**config.mk**
```make
export PLATFORM = sky130hd
export DESIGN_NAME = tql_cfg
export DESIGN_NICKNAME = d
export VERILOG_FILES = /design/src/design/tql_pkg.sv /design/src/design/tql_cfg.sv
export SDC_FILE = /design/constraint.sdc
export NUM_CORES = 1
export LEC_CHECK = 0
export BUFFER_PORTS_ARGS = -buffer_cell sky130_fd_sc_hd__clkbuf_2
export CELL_PAD_IN_SITES_DETAIL_PLACEMENT = 1
export CELL_PAD_IN_SITES_GLOBAL_PLACEMENT = 2
export CORE_MARGIN = 5
export CORE_UTILIZATION = 33
export CTS_BUF_LIST = sky130_fd_sc_hd__clkbuf_16
export CTS_CLUSTER_DIAMETER = 120
export DETAILED_ROUTE_END_ITERATION = 10
export HOLD_SLACK_MARGIN = 0.06
export PLACE_DENSITY = 0.83
export SLEW_MARGIN = 20
export SYNTH_ARGS = -nofsm -noshare
export SYNTH_HDL_FRONTEND = slang
export SYNTH_SLANG_ARGS = --single-unit
```
**constraint.sdc**
```tcl
create_clock -name clk -period 0.8 [get_ports clk]
set_input_delay 0.16 -clock clk [delete_from_list [all_inputs] [get_ports clk]]
set_output_delay 0.16 -clock clk [all_outputs]
set_load 0.1 [all_outputs]
```
**src/design/tql_pkg.sv**
```systemverilog
`timescale 1ns / 1ps

package tql_pkg;

	localparam int DEF_MAX_STATES  = 256;
	localparam int DEF_MAX_ACTIONS = 16;

	localparam int CFG_IDX_W  = 2;
	localparam int CFG_DATA_W = 16;

	localparam logic [8:0]  RST_STATES_IN_USE  = 9'd256;
	localparam logic [4:0]  RST_ACTIONS_IN_USE = 5'd16;
	localparam logic [15:0] RST_LEARNING_RATE  = 16'd6554;
	localparam logic [15:0] RST_DISCOUNT       = 16'd58982;

	typedef enum logic [CFG_IDX_W-1:0] {
		REG_STATES_IN_USE  = 2'd0,
		REG_ACTIONS_IN_USE = 2'd1,
		REG_LEARNING_RATE  = 2'd2,
		REG_DISCOUNT       = 2'd3
	} reg_idx_t;

	typedef enum logic [1:0] {
		REQ_TRAIN = 2'd0,
		REQ_QUERY = 2'd1,
		REQ_WRITE = 2'd2,
		REQ_NONE  = 2'd3
	} req_t;

	typedef enum logic [1:0] {
		STS_OK          = 2'd0,
		STS_BAD_STATE   = 2'd1,
		STS_BAD_NEXT    = 2'd2,
		STS_BAD_ACTION  = 2'd3
	} sts_code_t;

	typedef enum logic [3:0] {
		FSM_CLEAR,
		FSM_IDLE,
		FSM_DECIDE,
		FSM_SCAN,
		FSM_SCAN_END,
		FSM_RD_CUR,
		FSM_TARGET,
		FSM_SCALE,
		FSM_WRITE_BACK,
		FSM_WR_ENTRY,
		FSM_FINISH
	} fsm_t;

	typedef struct packed {
		logic [8:0]  states_in_use;
		logic [4:0]  actions_in_use;
		logic [15:0] learning_rate;
		logic [15:0] discount;
	} cfg_t;

	typedef struct packed {
		logic clear;
		logic load;
		logic scan_issue;
		logic rd_cur;
		logic target;
		logic scale;
		logic write_back;
		logic write_entry;
		logic finish;
	} cmd_t;

	typedef struct packed {
		logic clear_last;
		logic scan_last;
		logic err;
		req_t req;
	} dp_sts_t;

endpackage

```
**src/design/tql_cfg.sv**
```systemverilog
`timescale 1ns / 1ps

module tql_cfg (
	input  logic                            clk,
	input  logic                            arst_n,
	input  logic                            cfg_write,
	input  logic [tql_pkg::CFG_IDX_W-1:0]   cfg_index,
	input  logic [tql_pkg::CFG_DATA_W-1:0]  cfg_data,
	output tql_pkg::cfg_t                   cfg
);

	tql_pkg::cfg_t cfg_q;

	always_ff @(posedge clk or negedge arst_n) begin
		if (!arst_n) begin
			cfg_q.states_in_use  <= tql_pkg::RST_STATES_IN_USE;
			cfg_q.actions_in_use <= tql_pkg::RST_ACTIONS_IN_USE;
			cfg_q.learning_rate  <= tql_pkg::RST_LEARNING_RATE;
			cfg_q.discount       <= tql_pkg::RST_DISCOUNT;
		end else if (cfg_write) begin
			case (tql_pkg::reg_idx_t'(cfg_index))
				tql_pkg::REG_STATES_IN_USE:  cfg_q.states_in_use  <= cfg_data[8:0];
				tql_pkg::REG_ACTIONS_IN_USE: cfg_q.actions_in_use <= cfg_data[4:0];
				tql_pkg::REG_LEARNING_RATE:  cfg_q.learning_rate  <= cfg_data;
				tql_pkg::REG_DISCOUNT:       cfg_q.discount       <= cfg_data;
				default: ;
			endcase
		end
	end

	assign cfg = cfg_q;

endmodule

```
==> results of run 1 <==
[worst max path at each step]
stage,startpoint,to,slack (ns),depth (start not counted)
after detailed placement,cfg_index[1],cfg[38],-0.41,4
after CTS,cfg[45],cfg[45],-0.46,1
after global placement,cfg_index[1],cfg[44],-0.34,4
after floorplan,cfg[37],cfg[37],-0.22,1
after global routing,cfg[9],cfg[9],-0.47,1
final,cfg[15],cfg[15],-0.45,1
[power by group through the flow]
stage	registers, W	logic, W	clock network, W
global placement	0.00373	0.00615	0
global route	0.00380	0.00652	0.00211
detailed placement	0.00378	0.00622	0
floorplan	0.00683	0.000676	0
CTS	0.00375	0.00643	0.00201
finish	0.00374	0.00638	0.00194
[stage by stage]
stage                     total power [W]  setup WS (ns)  setup TNS [ns]   util  cells
after global routing               0.0124         -0.470          -21.19  0.660    260
after CTS                          0.0122         -0.457          -20.19  0.659    260
final                              0.0121         -0.447          -19.66  0.660    260
after global placement            0.00987         -0.340          -13.44  0.608    243
after floorplan                   0.00751         -0.221          -12.27      -     99
after detailed placement           0.0100         -0.415          -15.67  0.608    243
[cell type report]
cell class / count / area, µm²
Sequential cell: 46 / 1350
Clock buffer: 5 / 125
Fill cell: 461 / 1840
Tap cell: 72 / 90.1
Clock inverter: 3 / 13.8
Multi-Input combinational cell: 50 / 721
Timing Repair Buffer: 84 / 1270
[metal layers]
metal	part of all wire	GRT usage	vias up	routed length, µm
met2	0.51	0.257	51	2600
met1	0.42	0.180	594	2130
met5	0	0	-	0
li1	-	-	528	-
met4	0.0049	0.0322	0	25
met3	0.063	0.0444	2	319
[kinds of logic after synthesis]
kind of cell | after synthesis | synth area share
buf+inv | 3 | 0.0166
mux | 46 | 0.308
simple gates | 4 | 0.0250
flops | 46 | 0.650
[repair_timing]
item	CTS	global route
buffers inserted	8	2
resized for setup	17	3
endpoints found under the hold margin	28	0
endpoints found under the setup margin	92	92
pin swaps	1	0
hold buffers	1	0
[placed cells by master, fill, tap and decap left out, drive strengths merged]
master / n
nand3b: 2
dlygate4sd3: 1
nand3: 1
clkinv: 2
buf: 63
nor3b: 1
dfstp: 18
dfrtp: 28
inv: 1
mux2: 46
clkbuf: 25
==> summary.txt, run 1 <==
Run status
  – Status: finished, violations left
  – Failing checks: setup timing

Timing
  – Max frequency: 802 MHz
  – Min cycle time layout: 1.25 ns
  – Part of the cycle the worst path needs: 1.56
  – Final Setup Violations: 92
  – Clk_skew: 0 ns
  – Setup WS post-layout: -0.447 ns
  – RSZ-0062 raised after global routing: true
  – Worst rel slew slack: 0.836
  – Worst-Margin Slew: 0.245 ns
  – Fin Hold WS: 0.142 ns
  – Final hold vios: 0
  – Slew Viols, Final: 0

Clock tree
  – CTS Buf Count: 5
  – CTS max path bufs: 2
  – Clock Sinks: 46
  – # H-tree levels: 2
  – Clk_lat worst skew: 0.28 ns
  – CTS tree: yes
  – CTS root buf: clkbuf_16
  – Worst-path clk slew: 0.06 ns

Synth
  – Cell taking the most area after synthesis: dfrtp_1
  – Flop and latch count out of synthesis: 46
  – Mapped Cells: 99
  – Synth top area cells: dfrtp_1 (39%), dfstp_2 (26%), mux2_2 (22%)
  – Post-Syn Nets: 120
  – Post-synth top cells: mux2_2 (36), dfrtp_1 (28), dfstp_2 (18)
  – Top-area cell type share of the netlist area: 0.388
  – Top_reg_cell synth: dfrtp_1
  – Sequential element share of the synthesized area: 0.650
  – Mapped cell area: 0.00180 mm²
  – EDFF count, synth: 0
  – Post-synth cell types: 10
  – Syn avg cell area: 18.2 µm²
  – Yosys warns: 0
  – Asr flop ratio synth: 1.00
  – Most numerous cell in the Yosys netlist: mux2_2

Die
  – Die area: 0.00705 mm²
  – I/O pin cnt: 67
  – Row Count: 27
  – Total core area: 0.00541 mm²
  – Die height: 83.9 µm
  – Chip Width: 83.9 µm
  – Initial Util: 0.334

Pwr
  – Switching Power: 0.00522 W
  – Int Power: 0.00683 W
  – Pleak: 1.62 nW
  – Power per cell area: 3380 mW/mm²
  – Logic pwr share: 0.529
  – Clock power frac: 0.161
  – Net Sw Frac: 0.433
  – Flop pwr share: 0.310
  – Worst VDD drop: 0.00157 V

Global route
  – Vias in the first global route: 1425
  – GRT overflow: 0
  – Largest net degree at the start of global routing: 47
  – GRT Resource Usage Total: 0.148
  – Global-route wire length before repair: 8.25 mm
  – Initial antenna violation count: 0

Layout
  – Nets: 208
  – Area Growth Syn to Fin: 97.8%
  – Proportion of layout cells with a drive suffix above 1: 0.984
  – Antenna cell count: 0
  – Design area: 0.00357 mm²
  – Max reg flops: 46

Routing
  – Number of remaining DRC errors: 0
  – Via Count: 1175
  – Drt wl/cell: 19.5 µm
  – TritonRoute pass-1 iters: 4
  – Total wire length: 5.07 mm
  – Antenna Nets Post-Route: 0
  – Vias per inst: 4.52
  – DR iter-0 viols: 27

Placement
  – Placed Area: 0.00329 mm²
  – RD Place Congestion: 0.716
  – PortBufs: 66
  – HPWL after detailed placement: 3.89 mm

Setup path
  – Startpoint Class: flip-flop
  – Critical path type: reg -> out
  – Max stage delay on crit path: 0.63 ns
  – CP endpoint kind: primary output
  – Worst path buffer plus inverter count: 1
  – Flop2flop setup slack: -0.19 ns
  – CP max FO: 2
  – RR Endpoint: cfg[30]
  – CP top delay family: flip-flops
  – R2r startpoint: cfg[30]
  – Crit path DAT: 1.09 ns
  – Critical Path RT: 0.64 ns
  – Crit path cell chain: buf_12
  – Cells on worst reg2reg path: 2
  – Slowest stage cell on the critical path: dfstp_4

Flow run
  – Maxcap violations: 0

Hold path
  – Number of cells on the worst hold path: 2
  – Hold Path End: cfg[27]
  – Worst hold path type: in -> reg
  – Hold path start: cfg_data[11]
(Power assumes the default switching activity.)
==> run 2: changes to the inputs <==
PLACE_DENSITY = default   (was 0.83)
PLACE_DENSITY_LB_ADDON = 0.2   (was default)
==> run 2 against run 1 <==
Against the previous run:
- cell area fell by 0.91%
- clock power is 15% higher
- critical path type unchanged
- wire length fell by 0.93%
- critical path depth unchanged
- the run still ends with setup timing left
- highest routed layer unchanged
==> summary.txt, run 2 (synthesized netlist as in run 1, its figures left out) <==
Timing
  – Part of the cycle the worst path needs: 1.56 (+0.00420)
  – Worst-Margin Slew: 0.227 ns (-0.0185 ns)
  – Final Setup Violations: 92 (unchanged)
  – Clk_skew: 0 ns (unchanged)
  – Min cycle time layout: 1.25 ns (+0.00336 ns)
  – Worst rel slew slack: 0.848 (+0.0121)
  – Max frequency: 800 MHz (-0.27%)
  – Final hold vios: 0 (unchanged)
  – Fin Hold WS: 0.135 ns (-0.00672 ns)
  – RSZ-0062 raised after global routing: true
  – Slew Viols, Final: 0 (unchanged)
  – Setup WS post-layout: -0.450 ns (-0.00336 ns)

Routing
  – Total wire length: 5.02 mm (-0.93%)
  – Drt wl/cell: 19.7 µm (+1.0%)
  – Vias per inst: 4.47 (-0.99%)
  – TritonRoute pass-1 iters: 3 (-1)
  – Antenna Nets Post-Route: 0 (unchanged)
  – Number of remaining DRC errors: 0 (unchanged)
  – Via Count: 1141 (-2.9%)
  – DR iter-0 viols: 37 (+37%)

Global route
  – GRT overflow: 0 (unchanged)
  – Vias in the first global route: 1378 (-3.3%)
  – GRT Resource Usage Total: 0.144 (-0.00350)
  – Largest net degree at the start of global routing: 23 (-51%)
  – Global-route wire length before repair: 7.82 mm (-5.3%)
  – Initial antenna violation count: 0 (unchanged)
  – GR Layer Usage met3: 0.0405 (-0.00395)
  – Met2 GRT Util: 0.245 (-0.0116)
  – Most used routing layer: met2
  – Global routing usage on met1: 0.173 (-0.00674)

Die
  – Row Count: 27 (unchanged)
  – I/O pin cnt: 67 (unchanged)
  – Die area: 0.00705 mm² (unchanged)
  – Die height: 83.9 µm (unchanged)
  – Initial Util: 0.334 (unchanged)
  – Total core area: 0.00541 mm² (unchanged)
  – Chip Width: 83.9 µm (unchanged)

Clock tree
  – CTS Buf Count: 5 (unchanged)
  – Clock Sinks: 46 (unchanged)
  – CTS max path bufs: 2 (unchanged)
  – CTS root buf: clkbuf_16
  – # H-tree levels: 2 (unchanged)
  – Worst-path clk slew: 0.06 ns (about the same)
  – Clk_lat worst skew: 0.28 ns (about the same)
  – CTS tree: yes

Pwr
  – Net Sw Frac: 0.423 (-0.0101)
  – Logic pwr share: 0.514 (-0.015)
  – Power per cell area: 3480 mW/mm² (+3.0%)
  – Flop pwr share: 0.304 (-0.006)
  – Switching Power: 0.00521 W (-0.34%)
  – Int Power: 0.00710 W (+3.9%)
  – Clock power frac: 0.182 (+0.021)
  – Pleak: 1.60 nW (-1.3%)
  – Worst VDD drop: 0.00150 V (-4.5%)

Setup path
  – Worst path buffer plus inverter count: 1 (unchanged)
  – R2r startpoint: cfg[37]
  – Startpoint Class: flip-flop
  – Crit path DAT: 1.09 ns (about the same)
  – CP endpoint kind: primary output
  – Crit path cell chain: buf_12
  – RR Endpoint: cfg[37]
  – Critical Path RT: 0.64 ns (about the same)
  – Flop2flop setup slack: -0.21 ns (-0.02 ns)
  – CP max FO: 2 (unchanged)
  – CP top delay family: flip-flops
  – Cells on worst reg2reg path: 2 (unchanged)
  – Slowest stage cell on the critical path: dfstp_4
  – Critical path type: reg -> out
  – Max stage delay on crit path: 0.64 ns (about the same)

Placement
  – RD Place Congestion: 0.680 (-5.0%)
  – Placed Area: 0.00327 mm² (-0.46%)
  – PortBufs: 66 (unchanged)
  – HPWL after detailed placement: 3.64 mm (-6.2%)
  – Placed Cells: 241 (-0.82%)

Layout
  – Antenna cell count: 0 (unchanged)
  – Most frequent cells in the layout: buf_12 (50), mux2_4 (41), dfrtp_4 (28)
  – Nets: 204 (-1.9%)
  – Non-filler cells, final: 255 (-1.9%)
  – Design area: 0.00354 mm² (-0.91%)
  – Area Growth Syn to Fin: 96.0%
  – Proportion of layout cells with a drive suffix above 1: 0.984 (about the same)
  – Max reg flops: 46 (unchanged)
  – Commonest non-fill, non-tap cell in the layout: buf_12

Flow run
  – Maxcap violations: 0 (unchanged)

Hold path
  – Hold Path End: cfg[11]
  – Worst hold path type: in -> reg
  – Number of cells on the worst hold path: 2 (unchanged)
  – Hold path start: cfg_data[11]

Run status
  – Failing checks: setup timing
  – Status: finished, violations left
## run 2: cell types whose count changed in the layout (fill, tap and decap cells not counted), moves of 2 or more
cell / before / now
clkinv_2: 2 / 0
mux2_4: 39 / 41
clkbuf_8: 3 / 0
mux2_2: 7 / 5
buf_6: 10 / 7
buf_4: 3 / 5
## run 2: cell type report
class,count,area [µm²]
Multi-Input combinational cell,50,728
Fill cell,453,1870
Timing Repair Buffer,80,1210
Tap cell,72,90.1
Sequential cell,46,1350
Clock buffer,5,125
Clock inverter,2,33.8
## run 2: metal layers
metal | wire length (µm) | up-vias
li1 | - | 516
met1 | 2050 | 584
met2 | 2690 | 36
met3 | 220 | 5
met4 | 61 | 0
met5 | 0 | -
## run 2: worst max path at each step
stage	endpoint	cells after the start	startpoint
2_1_floorplan	cfg[37]	1	cfg[37]
3_3_place_gp	cfg[37]	4	cfg_index[1]
3_5_place_dp	cfg[37]	4	cfg_write
4_1_cts	cfg[28]	1	cfg[28]
5_1_grt	cfg[1]	1	cfg[1]
6_report	cfg[28]	1	cfg[28]
## run 2: per-stage QoR
step                      setup WS, ns   util  power [W]  TNS (ns)
after global routing            -0.475  0.654     0.0127    -21.44
after floorplan                 -0.221      -    0.00751    -12.27
after detailed placement        -0.387  0.605    0.00998    -15.06
after global placement          -0.349  0.605    0.00988    -13.72
final                           -0.450  0.654     0.0123    -19.50
after CTS                       -0.460  0.648     0.0124    -19.93
## run 2: worst register-to-register path, cell delays in order, from the launching register on
cell,delay [ns]
dfrtp_4,0.50
buf_6,0.13
mux2_4,0.27
## run 2: power by group through the flow
stage	combinational (W)	clock (W)	sequential (W)
after global routing	0.00644	0.00242	0.00379
final	0.00632	0.00224	0.00373
after global placement	0.00614	0	0.00374
after CTS	0.00635	0.00231	0.00374
after floorplan	0.000676	0	0.00683
after detailed placement	0.00621	0	0.00377
## run 2: timing repair
item / 4_1_cts / 5_1_grt
hold buffers: 1 / 0
pin swaps: 0 / 1
cloned: 0 / 1
gates resized for setup: 7 / 16
setup endpoints to repair: 92 / 92
setup buffers: 5 / 1
hold endpoints to repair: 29 / 0
