$ cat config.mk
export PLATFORM = sky130hd
export DESIGN_NAME = tql_ctrl
export DESIGN_NICKNAME = d
export VERILOG_FILES = /design/src/design/tql_pkg.sv /design/src/design/tql_ctrl.sv
export SDC_FILE = /design/constraint.sdc
export NUM_CORES = 1
export LEC_CHECK = 0
export BUFFER_PORTS_ARGS = -buffer_cell sky130_fd_sc_hd__buf_2
export CORE_AREA = 2 2 39 41
export DETAILED_ROUTE_END_ITERATION = 8
export DIE_AREA = 0 0 41 43
export GPL_TIMING_DRIVEN = 1
export SETUP_SLACK_MARGIN = 0.1
export SLEW_MARGIN = 20
export SYNTH_ARGS = -nofsm -noshare
export SYNTH_HDL_FRONTEND = slang
export SYNTH_SLANG_ARGS = --single-unit
$ cat constraint.sdc
create_clock -name clk -period 2.8 [get_ports clk]
set_input_delay 0 -clock clk [delete_from_list [all_inputs] [get_ports clk]]
set_output_delay 0 -clock clk [all_outputs]
set_load 0.05 [all_outputs]
$ cat src/design/tql_pkg.sv
`timescale 1ns / 1ps

package tql_pkg;

	localparam int DEF_MAX_STATES  = 256;
	localparam int DEF_MAX_ACTIONS = 16;

	localparam int CFG_IDX_W  = 2;
	localparam int CFG_DATA_W = 16;

	localparam logic [8:0]  RST_STATES_IN_USE  = 9'd256;
	localparam logic [4:0]  RST_ACTIONS_IN_USE = 5'd16;
	localparam logic [15:0] RST_LEARNING_RATE  = 16'd6554;
	localparam logic [15:0] RST_DISCOUNT       = 16'd58982;

	typedef enum logic [CFG_IDX_W-1:0] {
		REG_STATES_IN_USE  = 2'd0,
		REG_ACTIONS_IN_USE = 2'd1,
		REG_LEARNING_RATE  = 2'd2,
		REG_DISCOUNT       = 2'd3
	} reg_idx_t;

	typedef enum logic [1:0] {
		REQ_TRAIN = 2'd0,
		REQ_QUERY = 2'd1,
		REQ_WRITE = 2'd2,
		REQ_NONE  = 2'd3
	} req_t;

	typedef enum logic [1:0] {
		STS_OK          = 2'd0,
		STS_BAD_STATE   = 2'd1,
		STS_BAD_NEXT    = 2'd2,
		STS_BAD_ACTION  = 2'd3
	} sts_code_t;

	typedef enum logic [3:0] {
		FSM_CLEAR,
		FSM_IDLE,
		FSM_DECIDE,
		FSM_SCAN,
		FSM_SCAN_END,
		FSM_RD_CUR,
		FSM_TARGET,
		FSM_SCALE,
		FSM_WRITE_BACK,
		FSM_WR_ENTRY,
		FSM_FINISH
	} fsm_t;

	typedef struct packed {
		logic [8:0]  states_in_use;
		logic [4:0]  actions_in_use;
		logic [15:0] learning_rate;
		logic [15:0] discount;
	} cfg_t;

	typedef struct packed {
		logic clear;
		logic load;
		logic scan_issue;
		logic rd_cur;
		logic target;
		logic scale;
		logic write_back;
		logic write_entry;
		logic finish;
	} cmd_t;

	typedef struct packed {
		logic clear_last;
		logic scan_last;
		logic err;
		req_t req;
	} dp_sts_t;

endpackage

$ cat src/design/tql_ctrl.sv
`timescale 1ns / 1ps

module tql_ctrl (
	input  logic              clk,
	input  logic              arst_n,
	input  logic              start,
	input  tql_pkg::dp_sts_t  sts,
	output tql_pkg::cmd_t     cmd,
	output logic              busy
);

	tql_pkg::fsm_t state_q, state_d;

	always_ff @(posedge clk or negedge arst_n) begin
		if (!arst_n) begin
			state_q <= tql_pkg::FSM_CLEAR;
		end else begin
			state_q <= state_d;
		end
	end

	always_comb begin
		state_d = state_q;
		case (state_q)
			tql_pkg::FSM_CLEAR: begin
				if (sts.clear_last) state_d = tql_pkg::FSM_IDLE;
			end
			tql_pkg::FSM_IDLE: begin
				if (start) state_d = tql_pkg::FSM_DECIDE;
			end
			tql_pkg::FSM_DECIDE: begin
				if (sts.err) begin
					state_d = tql_pkg::FSM_FINISH;
				end else begin
					case (sts.req)
						tql_pkg::REQ_TRAIN: state_d = tql_pkg::FSM_SCAN;
						tql_pkg::REQ_QUERY: state_d = tql_pkg::FSM_SCAN;
						tql_pkg::REQ_WRITE: state_d = tql_pkg::FSM_WR_ENTRY;
						default:            state_d = tql_pkg::FSM_FINISH;
					endcase
				end
			end
			tql_pkg::FSM_SCAN: begin
				if (sts.scan_last) state_d = tql_pkg::FSM_SCAN_END;
			end
			tql_pkg::FSM_SCAN_END: begin
				if (sts.req == tql_pkg::REQ_TRAIN) state_d = tql_pkg::FSM_RD_CUR;
				else state_d = tql_pkg::FSM_FINISH;
			end
			tql_pkg::FSM_RD_CUR:     state_d = tql_pkg::FSM_TARGET;
			tql_pkg::FSM_TARGET:     state_d = tql_pkg::FSM_SCALE;
			tql_pkg::FSM_SCALE:      state_d = tql_pkg::FSM_WRITE_BACK;
			tql_pkg::FSM_WRITE_BACK: state_d = tql_pkg::FSM_FINISH;
			tql_pkg::FSM_WR_ENTRY:   state_d = tql_pkg::FSM_FINISH;
			tql_pkg::FSM_FINISH:     state_d = tql_pkg::FSM_IDLE;
			default:                 state_d = tql_pkg::FSM_IDLE;
		endcase
	end

	always_comb begin
		cmd  = '0;
		busy = 1'b1;
		case (state_q)
			tql_pkg::FSM_CLEAR:      cmd.clear = 1'b1;
			tql_pkg::FSM_IDLE: begin
				busy     = 1'b0;
				cmd.load = start;
			end
			tql_pkg::FSM_SCAN:       cmd.scan_issue  = 1'b1;
			tql_pkg::FSM_RD_CUR:     cmd.rd_cur      = 1'b1;
			tql_pkg::FSM_TARGET:     cmd.target      = 1'b1;
			tql_pkg::FSM_SCALE:      cmd.scale       = 1'b1;
			tql_pkg::FSM_WRITE_BACK: cmd.write_back  = 1'b1;
			tql_pkg::FSM_WR_ENTRY:   cmd.write_entry = 1'b1;
			tql_pkg::FSM_FINISH:     cmd.finish      = 1'b1;
			default: ;
		endcase
	end

endmodule

==> flow_summary.ini, run 1 <==
[global_routing]
grt_max_degree = 15
grt_first_pass_wirelength_um = 1380
busiest_layer = met2
met2_usage_pct = 17.19
grt_pass1_vias = 364
antenna_found_initial = 0
grt_use_total_pct = 11.76
use_met1_pct = 14.19
use_met3_pct = 4.712
grt-ovfl-total = 0

[synthesis]
yosys_register_bits = 4
synth-edff-count = 0
synth_top_area_share_pct = 24.17
synth_most_common_cell = nor2_1
synth_fa_ha_area_share_pct = 0
synth_simple_gate_area_share_pct = 39.27
synth_commonest_cells = nor2_1, nand2b_1, dfrtp_1, buf_2
synth_nets = 59
syn_area_um2 = 414.1
synth-compound-area-share_pct = 24.77
synth.largest_area_cell = dfrtp_1
ys.warnings.count = 0
synthXorXnorAreaFrac_pct = 2.115
syn-mean-instance-area_um2 = 8.121
synthArstFlopShare_pct = 100.0
synth_mux_area_share_pct = 2.417
ys_seq_area_share_pct = 24.17
synthCells = 51
synthFlopType = dfrtp_1
synth_top_family_by_area = simple AND/OR/NAND/NOR gates
synth_cell_types = 31
synth_area_leaders = dfrtp_1, nand2b_1, nor2_1

[placed_design]
dpl.hpwl_um = 702.6
dp_slack_ps = 1286
place_congestion = 0.7611
port-buffer-count = 17

[clocking]
htreeDepth = 1
cts_made_buffers = 3
insertion_delay_ps = 230
cts_root_buf = clkbuf_4
clock-sinks = 4
cts-resized-gates = 0
clkTransAtPathRegs_ps = 40
cts_tree = done
cts.path.max_buffers = 2
post_cts_buffers = 0

[setup_path]
cp-start-kind = flip-flop
crit_arrival_ps = 1630
worstSetupPathType = flip-flop to flip-flop
startpoint = state_q[1]
worstPathRequired_ps = 2910
cp_max_fo = 14
cp-end-kind = flip-flop
r2r_start = state_q[1]

[worst_hold_path]
hold_class = input port to flip-flop
min-delay-start = sts[3]

[sta]
tightest_slew_ps = 444.8
fin_worst_skew_ps = 2.829
setup_violations = 0
fin_ws_ps = 1284
timing.fmax_mhz = 659.8
setup_tns_ps = 0
fin_hold_ws_ps = 79.78
rsz0062_at_grt = no
period_minus_slack_ps = 1516
hold_viol = 0
slew_violations = 0
slew_headroom_pct = 70.35
fin_crit_sh_pct = 54.13

[power_and_ir_drop]
peakVddDrop_v = 0.0005393
leakage_nw = 0.2595
power_uw = 652.1
p_per_area_mw_per_mm2 = 1241

[drt]
viasPerCell = 5.012
post_drt_wl_per_cell_um = 10.85
wirelength_um = 911
ant_nets = 0
detail_route.iter0.violations = 6
vias = 421
dr.pass1.iters = 4
route.detailed.drc = 0

[floorplan]
core_mm2 = 0.001384
rows = 14
die_w_um = 41
dieArea_mm2 = 0.001763
die_h_um = 43
ios = 18
initial_core_util_pct = 29.93

[final_layout]
top_register = state_q
fillers = 154
top_regs = state_q (4)
drive_above_1_share_pct = 32.35
n_antenna_cell = 0
area_growth_pct = 26.89
largest_reg_flops = 4
final_core_util_pct = 37.97
final_nets = 78

[flow_run]
maxCapViolations = 0

[run_status]
status = finished clean
==> logic make-up (layout without fill, tap and decap cells) <==
logic type / count (synthesis) / in the layout
AOI/OAI and AO/OA: 13 / 13
xor gates and xnor gates: 1 / 1
buffers and inverters: 5 / 22
DFF: 4 / 4
muxes: 1 / 1
and+or+nand+nor: 27 / 27
==> metal layers <==
| layer | wire (µm) | vias to the layer above |
|---|---|---|
| met4 | 0 | 0 |
| li1 | - | 219 |
| met5 | 0 | - |
| met2 | 447 | 11 |
| met3 | 58 | 0 |
| met1 | 405 | 191 |
==> layout by cell type, fill, tap and decap left out <==
cell,synthesis,final
o21ba_1,1,1
nand4bb_1,1,1
and3_1,1,1
or2_0,2,2
o31a_1,1,1
o21bai_1,1,1
dlygate4sd3_1,0,1
a2bb2oi_1,1,1
nor2b_1,2,2
o21ba_2,1,1
nor4b_1,1,1
mux2i_1,1,1
a21oi_1,2,2
nand2_1,2,2
inv_1,1,1
or2b_1,1,1
xnor2_1,1,1
nand2b_1,5,5
nor3b_1,1,1
o22ai_1,1,1
o32ai_1,1,1
a21o_1,1,1
nor2_1,7,7
clkbuf_4,0,3
nor4_2,1,1
o21ai_0,1,1
a221oi_1,1,1
nor3_1,2,2
dfrtp_1,4,4
o221a_1,1,1
buf_2,3,17
and3b_1,1,1
==> worst max-delay path: stages (launching register included) <==
cell and delay, ps:
dfrtp_1 530, or2_0 290, o221a_1 280, o31a_1 300
==> repair_timing <==
action                     CTS  global route
hold buffers                 1             0
setup endpoints to repair    0             0
hold endpoints to repair     4             0
==> stage by stage <==
stage | cell area [µm²] | instances
detailed placement | 493.0 | 80
finish | 525.5 | 84
global route | 525.5 | 84
floorplan | 414.1 | 51
global placement | 493.0 | 80
CTS | 525.5 | 84
==> where the power goes <==
| part | switching (mW) | internal, mW | total, mW |
|---|---|---|---|
| combinational | 0.260 | 0.167 | 0.427 |
| clock | 0.0214 | 0.0478 | 0.0691 |
| sequential | 0.0738 | 0.0822 | 0.156 |
| total | 0.355 | 0.297 | 0.652 |
==> layout make-up <==
class | instances | area [µm²] | share of cell area (%)
repair buffers | 18 | 95.09 | 18.10
well taps | 16 | 20.02 | 3.810
inverters | 1 | 3.754 | 0.7143
clock buffers | 3 | 22.52 | 4.286
multi-input cells | 42 | 284.0 | 54.05
flip-flops and latches | 4 | 100.1 | 19.05
==> final timing paths <==
kind / slack [ps] / depth (start not counted) / end
setup reg to reg: 1280 / 3 / state_q[0]
setup / recovery: 1280 / 3 / state_q[0]
min in group asynchronous: 100 / 2 / state_q[2]
hold / removal: 80 / 3 / state_q[1]
max in group asynchronous: 2580 / 2 / state_q[1]
hold reg to reg: 820 / 2 / state_q[2]
(Power assumes the default switching activity.)
==> run 2, diff against run 1 <==
==> constraint.sdc (replaced) <==
create_clock -name clk -period 1.2 [get_ports clk]
set_input_delay 0 -clock clk [delete_from_list [all_inputs] [get_ports clk]]
set_output_delay 0 -clock clk [all_outputs]
set_load 0.05 [all_outputs]
==> flow_summary.ini, run 2 (synthesis results as in run 1) <==
[run_status]
status = finished, violations left
violations = setup timing

[floorplan]
dieArea_mm2 = 0.001763
core_mm2 = 0.001384
initial_core_util_pct = 29.93
die_h_um = 43
die_w_um = 41
rows = 14
ios = 18

[sta]
setup_tns_ps = -766.1
fin_worst_skew_ps = 1.025
period_minus_slack_ps = 1310
fin_ws_ps = -109.6
slew_violations = 0
fin_crit_sh_pct = 109.1
slew_headroom_pct = 78.90
hold_viol = 0
setup_violations = 12
timing.fmax_mhz = 763.6
tightest_slew_ps = 313.1
rsz0062_at_grt = yes

[power_and_ir_drop]
peakVddDrop_v = 0.001456
leakage_nw = 0.3908
p_per_area_mw_per_mm2 = 2831
power_mw = 2.578

[final_layout]
top_regs = state_q (4)
largest_reg_flops = 4
area_growth_pct = 119.9
final_nets = 93
n_antenna_cell = 0
layout_commonest_cell = buf_6
final_cell_mix = buf_6, buf_2, nor2_4, buf_4
top_register = state_q
final_cells = 99
drive_above_1_share_pct = 74.70

[drt]
post_drt_wl_per_cell_um = 14.21
ant_nets = 0
wirelength_um = 1407
vias = 506
route.detailed.drc = 0
detail_route.iter0.violations = 3
viasPerCell = 5.111
dr.pass1.iters = 4

[placed_design]
dp.cells = 90
port-buffer-count = 17
dpl.hpwl_um = 916.8
place_congestion = 0.8965

[setup_path]
reg2reg_depth = 3
cp-start-kind = flip-flop
worstPathRequired_ps = 1200
r2r_setup_slack_ps = -100
r2r-end = state_q[0]
crit_arrival_ps = 1310
r2r_start = state_q[2]
cp-end-kind = output port
cp_max_fo = 5
worstSetupPathType = flip-flop to output port

[global_routing]
grt_first_pass_wirelength_um = 2352
grt_use_total_pct = 19.72
grt_max_degree = 9
grt-ovfl-total = 0
grt_pass1_vias = 509
antenna_found_initial = 0

[worst_hold_path]
holdPathStages = 3
min-delay-start = sts[4]
whs_endpoint = state_q[0]
hold_class = input port to flip-flop

[clocking]
insertion_delay_ps = 230
cts.path.max_buffers = 2
cts_root_buf = clkbuf_4
htreeDepth = 1
cts_made_buffers = 3
clock-sinks = 4
cts_tree = done
clkTransAtPathRegs_ps = 40

[flow_run]
maxCapViolations = 0
run 2: cell types whose count changed in the layout (fill, tap and decap cells not counted), sizes merged:
cell / change
buf: +15
run 2: worst max-delay path by stage:
stage                     startpoint          to  slack (ps)  depth (start not counted)
final                     state_q[2]      cmd[8]        -110                          3
after global routing      state_q[2]  state_q[0]        -150                          4
after CTS                 state_q[2]      cmd[8]        -100                          3
after detailed placement  state_q[3]  state_q[1]        -110                          4
after global placement    state_q[3]  state_q[1]        -100                          4
after floorplan           state_q[2]  state_q[0]        -470                          4
run 2: area by class of cell:
type,instances,area (µm²)
Clock buffer,3,22.52
Fill cell,102,473.0
Inverter,1,3.754
Multi-Input combinational cell,42,442.9
Sequential cell,4,102.6
Tap cell,16,20.02
Timing Repair Buffer,33,319.1
run 2: what timing repair did:
item	CTS	global route
endpoints found under the hold margin	4	0
gates resized for setup	38	21
hold buffers	1	0
endpoints found under the setup margin	14	14
gates cloned	1	0
pin swaps	5	8
setup buffers	3	1
run 2: routing by layer:
| layer | track usage (%) | share of wire (%) | routed length, µm |
|---|---|---|---|
| met1 | 28.48 | 43 | 599 |
| met2 | 29.06 | 55 | 778 |
| met3 | 3.141 | 2.1 | 29 |
| met4 | 6.000 | 0 | 0 |
| met5 | 0 | 0 | 0 |
run 2: worst max-delay path, stage by stage, from the launching register on:
cell and delay, ps:
dfrtp_1 400, buf_6 150, nor4_4 270, buf_4 240
run 2: per-stage QoR:
stage | worst slack [ps] | hold slack (ps) | utilization (%) | instance area [µm²]
after global placement | -96.49 | -188.9 | 44.85 | 620.6
after detailed placement | -112.7 | -189.5 | 44.85 | 620.6
final | -109.6 | 88.69 | 65.82 | 910.9
after CTS | -100.2 | 92.32 | 59.40 | 822.0
after floorplan | -465.6 | -295.6 | - | 479.2
after global routing | -152.2 | 111.9 | 65.82 | 910.9
run 2: power by group:
part	total [mW]	internal, mW	switching (mW)
clock network	0.171	0.112	0.0586
registers	0.299	0.200	0.0985
logic	2.11	1.03	1.08
total	2.58	1.34	1.24
==> run 3, diff against run 2 <==
--- a/config.mk
+++ b/config.mk
@@ -10,6 +10,8 @@
 export DETAILED_ROUTE_END_ITERATION = 8
 export DIE_AREA = 0 0 41 43
 export GPL_TIMING_DRIVEN = 1
+export RECOVER_POWER = 25
+export REMOVE_ABC_BUFFERS = 1
 export SETUP_SLACK_MARGIN = 0.1
 export SLEW_MARGIN = 20
 export SYNTH_ARGS = -nofsm -noshare
==> flow_summary.ini, run 3 (synthesis results as in run 1) <==
[run_status]
status = finished, violations left
violations = setup timing

[final_layout]
area_growth_pct = 115.4
final_cell_mix = buf_6, buf_4, nor2_4, buf_2, nand2b_4
largest_reg_flops = 4
n_antenna_cell = 0
top_regs = state_q (4)
final_nets = 94
drive_above_1_share_pct = 71.43
fillers = 101
layout_commonest_cell = buf_6
final_cells = 100
top_register = state_q

[setup_path]
path_buf_inv = 1
worstSetupPathType = flip-flop to flip-flop
r2r_start = state_q[2]
reg2reg_depth = 4
path_delay_family = flip-flops
cp-end-kind = flip-flop
cp_max_fo = 6
critPathMaxStageDelay_ps = 400
crit_path_top_delay_cell = dfrtp_1
worstPathRequired_ps = 1320
path_cells = buf_6 -> nor4b_1 -> o32ai_1 -> a2bb2oi_2
startpoint = state_q[2]
cp-start-kind = flip-flop
r2r-end = state_q[1]
r2r_setup_slack_ps = -170
crit_arrival_ps = 1490

[sta]
slew_headroom_pct = 76.72
hold_viol = 0
fin_worst_skew_ps = 1.905
setup_violations = 12
period_minus_slack_ps = 1367
fin_hold_ws_ps = 107.3
fin_ws_ps = -167.3
tightest_slew_ps = 344.3
timing.fmax_mhz = 731.4
rsz0062_at_grt = yes
slew_violations = 0
fin_crit_sh_pct = 113.9

[global_routing]
met2_usage_pct = 31.56
grt-ovfl-total = 0
grt_max_degree = 8
busiest_layer = met2
use_met3_pct = 4.188
grt_pass1_vias = 508
grt_first_pass_wirelength_um = 2401
grt_use_total_pct = 21.05
antenna_found_initial = 0
use_met1_pct = 26.30

[power_and_ir_drop]
comb_power_share_pct = 81.5
p_per_area_mw_per_mm2 = 2848
leakage_nw = 0.3827
clkPwrFrac_pct = 6.6
peakVddDrop_v = 0.001407
power.switching_mw = 1.245
power.internal_mw = 1.295
switching_share_pct = 49.01
sequentialPowerShare_pct = 11.9

[drt]
detail_route.iter0.violations = 19
ant_nets = 0
post_drt_wl_per_cell_um = 16.74
wirelength_um = 1674
viasPerCell = 5.310
vias = 531
dr.pass1.iters = 4
route.detailed.drc = 0

[worst_hold_path]
whs_endpoint = state_q[0]
holdPathStages = 3
min-delay-start = sts[4]
hold_class = input port to flip-flop

[clocking]
clkTransAtPathRegs_ps = 40
htreeDepth = 1
cts.path.max_buffers = 2
insertion_delay_ps = 230
cts_root_buf = clkbuf_4
cts_made_buffers = 3
cts_tree = done
clock-sinks = 4

[placed_design]
dp.cells = 92
port-buffer-count = 17
dpl.hpwl_um = 859.1
place_congestion = 0.8695

[floorplan]
rows = 14
core_mm2 = 0.001384
dieArea_mm2 = 0.001763
die_h_um = 43
ios = 18
initial_core_util_pct = 29.93
die_w_um = 41

[flow_run]
maxCapViolations = 0
==> run 3: cell count changes in the layout (fill, tap and decap cells not counted), moves of 2 or more <==
cell	delta
buf_4	+3
buf_8	-2
or2_0	+2
or2_1	-2
==> run 3: layout make-up <==
| type | instances | area, µm² | area share [%] |
|---|---|---|---|
| inverter | 1 | 3.754 | 0.4208 |
| multi-input combinational | 42 | 432.9 | 48.53 |
| clock buffer | 3 | 22.52 | 2.525 |
| sequential | 4 | 102.6 | 11.50 |
| timing repair buffer | 34 | 310.3 | 34.78 |
| tap | 16 | 20.02 | 2.244 |
==> run 3: worst register-to-register path: stages, from the launching register on <==
cell and delay [ps]:
dfrtp_1 400, buf_6 150, nor4b_1 370, o32ai_1 160
a2bb2oi_2 170
==> run 3: worst max path at each step <==
stage / to / slack, ps / depth (start not counted)
4_1_cts: state_q[0] / -120 / 4
3_5_place_dp: state_q[0] / -130 / 4
3_3_place_gp: state_q[0] / -80 / 3
2_1_floorplan: state_q[0] / -830 / 3
6_report: state_q[1] / -170 / 4
5_1_grt: state_q[1] / -190 / 4
==> run 3: metal layers <==
layer / wire length [µm] / up-vias / part of all wire, %
li1: - / 253 / -
met1: 623 / 243 / 37
met2: 910 / 27 / 54
met3: 74 / 8 / 4.4
met4: 66 / 0 / 3.9
met5: 0 / - / 0
==> run 3: power by group through the flow <==
stage / Sequential [mW] / Combinational (mW) / Clock (mW)
after global placement: 0.261 / 1.34 / 0
after global routing: 0.304 / 2.18 / 0.187
final: 0.301 / 2.07 / 0.168
after detailed placement: 0.262 / 1.35 / 0
after floorplan: 0.319 / 0.834 / 0
after CTS: 0.285 / 1.88 / 0.180
==> run 3: per-stage QoR <==
stage | TNS (ps) | area (µm²) | total power, mW | worst slack [ps] | util [%]
after global placement | -137.1 | 583.1 | 1.602 | -81.37 | 42.13
after detailed placement | -194.8 | 583.1 | 1.611 | -133.8 | 42.13
after global routing | -1540 | 892.1 | 2.670 | -189.1 | 64.47
after CTS | -736.0 | 842.1 | 2.344 | -122.3 | 60.85
final | -1030 | 892.1 | 2.540 | -167.3 | 64.47
after floorplan | -2569 | 387.9 | 1.153 | -830.2 | -
==> run 3: repair_timing <==
action                                  CTS  global route
buffers inserted                          4             0
hold endpoints to repair                  4             0
hold buffers                              1             0
resized for setup                        49            12
endpoints found under the setup margin   14            14
pin swaps                                12             8
